File: src/npcs_pkg.sv
// Package for the nearest palette color search block.
// Holds shared constants, the cell data word and the sequencer states; no dependencies.
`timescale 1ns / 1ps
package npcs_pkg;
	localparam int ENTRIES_DEF = 256;
	localparam int CH_W = 8;
	localparam int IDX_W = 8;
	localparam int DIST_W = 18;
	localparam logic ACT_WRITE = 1'b0;
	localparam logic ACT_QUERY = 1'b1;

	typedef struct packed {
		logic [CH_W-1:0] red;
		logic [CH_W-1:0] green;
		logic [CH_W-1:0] blue;
	} rgb_t;

	typedef enum logic [1:0] {
		ST_IDLE,
		ST_SCAN,
		ST_DRAIN,
		ST_OUT
	} state_t;
endpackage

File: src/npcs_cell.sv
// One cell of the search chain: holds one palette word and compares it with the passing query.
// Depends on npcs_pkg.
`timescale 1ns / 1ps
module npcs_cell import npcs_pkg::*; #(
	parameter int SLOT = 0
) (
	input  logic                      clk,
	input  logic                      arst_n,
	input  logic                      wr_en,
	input  logic [IDX_W-1:0]          wr_index,
	input  rgb_t                      wr_color,
	input  logic                      prev_valid,
	input  rgb_t                      prev_query,
	input  logic [DIST_W-1:0]         prev_dist,
	input  logic [IDX_W-1:0]          prev_index,
	output logic                      next_valid,
	output rgb_t                      next_query,
	output logic [DIST_W-1:0]         next_dist,
	output logic [IDX_W-1:0]          next_index
);
	rgb_t entry_q;
	logic [CH_W-1:0] dr, dg, db;
	logic [2*CH_W-1:0] sq_r, sq_g, sq_b;
	logic [DIST_W-1:0] cand_dist;
	logic valid_q;
	rgb_t query_q;
	logic [DIST_W-1:0] dist_q;
	logic [IDX_W-1:0] index_q;

	// Store this slot's entry on a matching write
	always_ff @(posedge clk) begin
		if (wr_en && ({{(32-IDX_W){1'b0}}, wr_index} == 32'(SLOT))) begin
			entry_q <= wr_color;
		end
	end

	// Distance between the stored entry and the query
	always_comb begin
		dr = (entry_q.red > prev_query.red) ? entry_q.red - prev_query.red
			: prev_query.red - entry_q.red;
		dg = (entry_q.green > prev_query.green) ? entry_q.green - prev_query.green
			: prev_query.green - entry_q.green;
		db = (entry_q.blue > prev_query.blue) ? entry_q.blue - prev_query.blue
			: prev_query.blue - entry_q.blue;
		sq_r = dr * dr;
		sq_g = dg * dg;
		sq_b = db * db;
		cand_dist = DIST_W'(sq_r) + DIST_W'(sq_g) + DIST_W'(sq_b);
	end

	// Advance the running minimum; the first cell always takes it
	always_ff @(posedge clk or negedge arst_n) begin
		if (!arst_n) begin
			valid_q <= 1'b0;
		end else begin
			valid_q <= prev_valid;
		end
	end

	always_ff @(posedge clk) begin
		query_q <= prev_query;
		if (SLOT == 0 || cand_dist < prev_dist) begin
			dist_q  <= cand_dist;
			index_q <= IDX_W'(SLOT);
		end else begin
			dist_q  <= prev_dist;
			index_q <= prev_index;
		end
	end

	assign next_valid = valid_q;
	assign next_query = query_q;
	assign next_dist  = dist_q;
	assign next_index = index_q;
endmodule
File: config.mk
export PLATFORM = sky130hd
export DESIGN_NAME = npcs_cell
export DESIGN_NICKNAME = d
export VERILOG_FILES = /design/src/npcs_pkg.sv /design/src/npcs_cell.sv
export SDC_FILE = /design/constraint.sdc
export NUM_CORES = 1
export LEC_CHECK = 0
export ABC_AREA = 1
export BUFFER_PORTS_ARGS = -buffer_cell sky130_fd_sc_hd__buf_2
export CORE_MARGIN = 1
export CORE_UTILIZATION = 52
export DETAILED_ROUTE_END_ITERATION = 6
export PLACE_DENSITY = 0.73
export SETUP_SLACK_MARGIN = 0.05
export SLEW_MARGIN = 20
export SYNTH_ARGS = -nofsm -noshare
export SYNTH_HDL_FRONTEND = slang
export SYNTH_SLANG_ARGS = --single-unit
File: constraint.sdc
create_clock -name clk -period 9.6 [get_ports clk]
set_clock_uncertainty 0.2 [all_clocks]
set_input_delay 0.96 -clock clk [delete_from_list [all_inputs] [get_ports clk]]
set_output_delay 0.96 -clock clk [all_outputs]
set_load 0.1 [all_outputs]
==> results of run 1 <==
[how the worst min path moves through the flow]
stage | from | to | slack, ns | depth (start not counted)
final | arst_n | next_valid$_DFF_PN0_ | 0.17 | 1
after detailed placement | arst_n | next_valid$_DFF_PN0_ | 0.54 | 1
after global placement | arst_n | next_valid$_DFF_PN0_ | 0.54 | 1
after global routing | arst_n | next_valid$_DFF_PN0_ | 0.16 | 1
after CTS | arst_n | next_valid$_DFF_PN0_ | 0.16 | 1
after floorplan | arst_n | next_valid$_DFF_PN0_ | 0.46 | 0
[placed cells by master (no fill, tap or decap), types with 12 or more instances in the layout]
cell type  count
inv_1        310
nand2_1      194
fa_1         139
ha_1         124
buf_2        102
nor2_1        91
dfxtp_1       42
a21oi_1       38
nand3_1       37
edfxtp_1      24
nand2_2       23
xor2_1        17
xnor2_1       13
nand2_4       12
[logic make-up after synthesis]
logic type                 Yosys count  synth area share
xor gates and xnor gates            30           0.02691
DFF                                 67            0.1625
AOI/OAI and AO/OA                   84           0.05306
adders and majority gates          263            0.4439
and+or+nand+nor                    383            0.1772
other                                1         0.0003841
buffers and inverters              337            0.1360
[stage by stage]
| step | setup slack [ns] | instances | hold slack (ns) | utilization | instance area [um^2] |
|---|---|---|---|---|---|
| 4_1_cts | 1.416 | 1502 | 0.1584 | 0.5905 | 10750 |
| 3_5_place_dp | 1.065 | 1486 | 0.5379 | 0.5748 | 10470 |
| 3_3_place_gp | 1.166 | 1486 | 0.5353 | 0.5748 | 10470 |
| 2_1_floorplan | 2.017 | 1172 | 0.4644 | - | 9789 |
| 6_report | 1.410 | 1502 | 0.1688 | 0.5905 | 10750 |
| 5_1_grt | 1.033 | 1502 | 0.1578 | 0.5905 | 10750 |
[sequential cells by signal, indices dropped and copies added, names as in the netlist]
name and count:
entry_q 24, next_dist 18, next_query 24, next_valid 1
[final cells by class]
| cell class | instances | area, um^2 |
|---|---|---|
| Fill cell | 1643 | 7457 |
| Tap cell | 229 | 286.5 |
| Clock inverter | 7 | 60.06 |
| Multi-Input combinational cell | 768 | 6875 |
| Inverter | 319 | 1200 |
| Sequential cell | 67 | 1587 |
| Clock buffer | 9 | 225.2 |
| Timing Repair Buffer | 103 | 518.0 |
[layer usage]
metal	wire length (um)	GRT usage	up-vias
met5	0	0	-
met3	927	0.03039	40
met2	10030	0.4040	195
met4	507	0.07778	0
li1	-	-	3657
met1	7805	0.2633	3553
[worst max-delay path: cells and delay by family]
family	cells	cell delay, ns
AO/OA/AOI/OAI	3	0.59
AND/OR/NAND/NOR	10	1.35
adder cells (fa/ha/maj)	9	4.46
buffers and inverters	10	0.86
==> impl_metrics.json, run 1 <==
{
  "clockBufferDepth": 2,
  "startpoint_type": "primary input",
  "ant_nets": 0,
  "cts_resized": 0,
  "path_class": "primary input to flop",
  "tns_ns": 0,
  "regToRegStartpoint": "entry_q[16]$_DFFE_PP_",
  "tightestPinTransition_ns": 0.5635,
  "cap_violations": 0,
  "synth_edf_count": 24,
  "track_usage": 0.2204,
  "ys_seq_area_frac": 0.1625,
  "dieArea_mm2": 0.01933,
  "hold_class": "primary input to asynchronous set/reset pin",
  "post-route-period-util": 0.8531,
  "cp-endpoint": "next_dist[17]$_DFF_P_",
  "fin_nets": 1617,
  "grt_pass1_vias": 7637,
  "ios": 137,
  "yosys.area.top_type_share": 0.2850,
  "slowest_stage": "fa_1",
  "synth_most_common_cell": "inv_1",
  "drc_errors": 2,
  "antenna_found_initial": 0,
  "grt_pass1_wl_um": 33920,
  "synth.avg_cell_area_um2": 8.380,
  "yosys.area.top_type": "fa_1",
  "fin_crit_ns": 8.190,
  "place_congestion": 0.8960,
  "relSlewSlack": 0.6244,
  "synth_common_cells": "310 x inv_1, 194 x nand2_1, 139 x fa_1",
  "hold_violations": 0,
  "async_flop_share": 0.01493,
  "clock_latency_ns": 0.35,
  "syn_inst": 1165,
  "setup_violations": 0,
  "fmax_mhz": 122.1,
  "hpwl_um": 16600,
  "timing.rr.end": "next_dist[17]$_DFF_P_",
  "routed_wl_um": 19270,
  "die_h_um": 139.0,
  "crit_top_cell": "inv_1",
  "post_cts_buffers": 0,
  "start_util": 0.5362,
  "clk_pin_slew_ns": 0.06,
  "rsz0062_at_grt": "no",
  "numCtsBuffers": 9,
  "core_mm2": 0.01821,
  "cp-end-kind": "flop",
  "io_buffers": 102,
  "cpPeakStageDelay_ns": 0.54,
  "synth_seq_cells": 67,
  "rows": 49,
  "cts_tree": "done",
  "yosysWarnings": 0,
  "crit_fanout": 9,
  "drt_iter0_drc": 375,
  "synth_area_mm2": 0.009763,
  "vias_per_cell": 4.957,
  "setup.worst_path.start": "prev_query[16]",
  "rrSetupSlack_ns": 1.74,
  "areaGrowthSynthToFinish_pct": 10.12,
  "violations": "design-rule violations",
  "synth.distinct_cells": 43,
  "synth_ff_type": "dfxtp_1",
  "postCtsHoldBufs": 0,
  "synth_area_leaders": "fa_1 29%, ha_1 16%, inv_1 12%",
  "h-tree-depth": 3,
  "cp.required_ns": 9.65,
  "worstPathArrival_ns": 8.24,
  "grt_start_max_net_pins": 25,
  "cts-root-buf": "clkbuf_16",
  "outcome": "finished with violations",
  "drtPass1Iterations": 7,
  "avgRoutedWirePerCell_um": 12.83,
  "layout-drive-gt1-share": 0.1453,
  "cts_sinks": 67,
  "grt-ovfl-total": 0,
  "die_w_um": 139.0,
  "finalMaxSlewViolations": 0,
  "diodes": 0,
  "vias": 7445,
  "r2r_cells": 30
}
Power of run 1 is not shown: default switching activity piles up to over one toggle a cycle in this logic, so the estimate is an artifact.
==> run 2: changes to the inputs <==
- GPL_TIMING_DRIVEN: unset -> 0
- SETUP_SLACK_MARGIN: 0.05 -> 0.1
==> impl_metrics.json, run 2 (synthesized netlist as in run 1, its figures left out) <==
{
  "die_w_um": 139.0,
  "outcome": "completed",
  "die_h_um": 139.0,
  "path_class": "primary input to flop",
  "finalMaxSlewViolations": 0,
  "fin_nets": 1634,
  "dieArea_mm2": 0.01933,
  "cap_violations": 0,
  "cp-endpoint": "next_dist[17]$_DFF_P_",
  "r2r_cells": 30,
  "regArea_mm2": 0.001587,
  "hpwl_um": 16940,
  "io_buffers": 102,
  "cpPeakStageDelay_ns": 0.54,
  "grt_pass1_vias": 7569,
  "final_cell_mix": "310 x inv_1, 194 x nand2_1, 139 x fa_1",
  "fin_area_mm2": 0.01091,
  "clk_pin_slew_ns": 0.06,
  "setup.worst_path.start": "prev_query[16]",
  "cp-end-kind": "flop",
  "hold_violations": 0,
  "grt-ovfl-total": 0,
  "timing.rr.end": "next_dist[17]$_DFF_P_",
  "tightestPinTransition_ns": 0.6042,
  "numCtsBuffers": 9,
  "placed_cell_area_mm2": 0.01059,
  "clock_latency_ns": 0.35,
  "cts_sinks": 67,
  "multiInputGateArea_mm2": 0.006877,
  "antenna_found_initial": 0,
  "tns_ns": 0,
  "final_common_cell": "inv_1",
  "diodes": 0,
  "rsz0062_at_grt": "no",
  "postCtsHoldBufs": 0,
  "vias_per_cell": 4.889,
  "clockBufferDepth": 2,
  "startpoint_type": "primary input",
  "cts-root-buf": "clkbuf_16",
  "ios": 137,
  "post_cts_buffers": 0,
  "post-route-period-util": 0.8546,
  "ant_nets": 0,
  "rows": 49,
  "h-tree-depth": 3,
  "crit_fanout": 9,
  "cts_resized": 0,
  "crit_top_cell": "inv_1",
  "regToRegStartpoint": "entry_q[16]$_DFFE_PP_",
  "drt_iter0_drc": 405,
  "start_util": 0.5362,
  "setup_violations": 0,
  "drc_errors": 0,
  "routed_wl_um": 19630,
  "fmax_mhz": 121.9,
  "worstPathArrival_ns": 8.25,
  "rrSetupSlack_ns": 1.72,
  "nFillCells": 1624,
  "cts_tree": "done",
  "core_mm2": 0.01821,
  "avgRoutedWirePerCell_um": 12.92,
  "layout-drive-gt1-share": 0.1566,
  "fin_crit_ns": 8.204,
  "track_usage": 0.2208,
  "drtPass1Iterations": 7,
  "relSlewSlack": 0.5972,
  "areaGrowthSynthToFinish_pct": 11.78,
  "place_congestion": 0.8604,
  "cp.required_ns": 9.65,
  "slowest_stage": "fa_1",
  "hold_class": "primary input to asynchronous set/reset pin",
  "grt_start_max_net_pins": 25,
  "vias": 7427,
  "grt_pass1_wl_um": 33820
}
[run 2: cell types whose count changed in the layout (fill, tap and decap cells not counted), sizes merged]
cell      delta
bufinv       +2
clkbuf       +1
clkinv       +2
inv          -1
clkinvlp     -3
buf         +16
[run 2: area by class of cell]
cell class / instances / area share
multi-input cells: 768 / 0.6301
flip-flops and latches: 67 / 0.1454
inverters: 319 / 0.1100
repair buffers: 102 / 0.04678
well taps: 229 / 0.02626
clock buffers: 9 / 0.02064
plain buffers: 18 / 0.01169
clock inverters: 7 / 0.009172
[run 2: critical path, delay by kind of cell]
family / cells / cell delay (ns)
AO/OA/AOI/OAI: 3 / 0.58
adder cells (fa/ha/maj): 9 / 4.45
buffers and inverters: 10 / 0.90
AND/OR/NAND/NOR: 10 / 1.36
[run 2: layer usage]
layer,track usage,part of all wire,up-vias
li1,-,-,3693
met1,0.2609,0.41,3543
met2,0.4067,0.52,161
met3,0.03142,0.041,30
met4,0.07953,0.026,0
met5,0,0,-
[run 2: worst min path at each step]
| stage | start | to | slack [ns] | depth (start not counted) |
|---|---|---|---|---|
| 3_5_place_dp | arst_n | next_valid$_DFF_PN0_ | 0.54 | 1 |
| 6_report | arst_n | next_valid$_DFF_PN0_ | 0.17 | 1 |
| 5_1_grt | arst_n | next_valid$_DFF_PN0_ | 0.16 | 1 |
| 2_1_floorplan | arst_n | next_valid$_DFF_PN0_ | 0.46 | 0 |
| 3_3_place_gp | arst_n | next_valid$_DFF_PN0_ | 0.54 | 1 |
| 4_1_cts | arst_n | next_valid$_DFF_PN0_ | 0.16 | 1 |
[run 2: per-stage QoR]
stage                     std cells  hold slack (ns)  worst slack [ns]    util
after global routing           1519           0.1628             1.005  0.5993
after global placement         1503           0.5353             1.100  0.5814
after floorplan                1172           0.4644             2.017       -
after CTS                      1519           0.1614             1.413  0.5993
final                          1519           0.1689             1.396  0.5993
after detailed placement       1503           0.5361             1.061  0.5814
Power of run 2 is left out for the same reason.
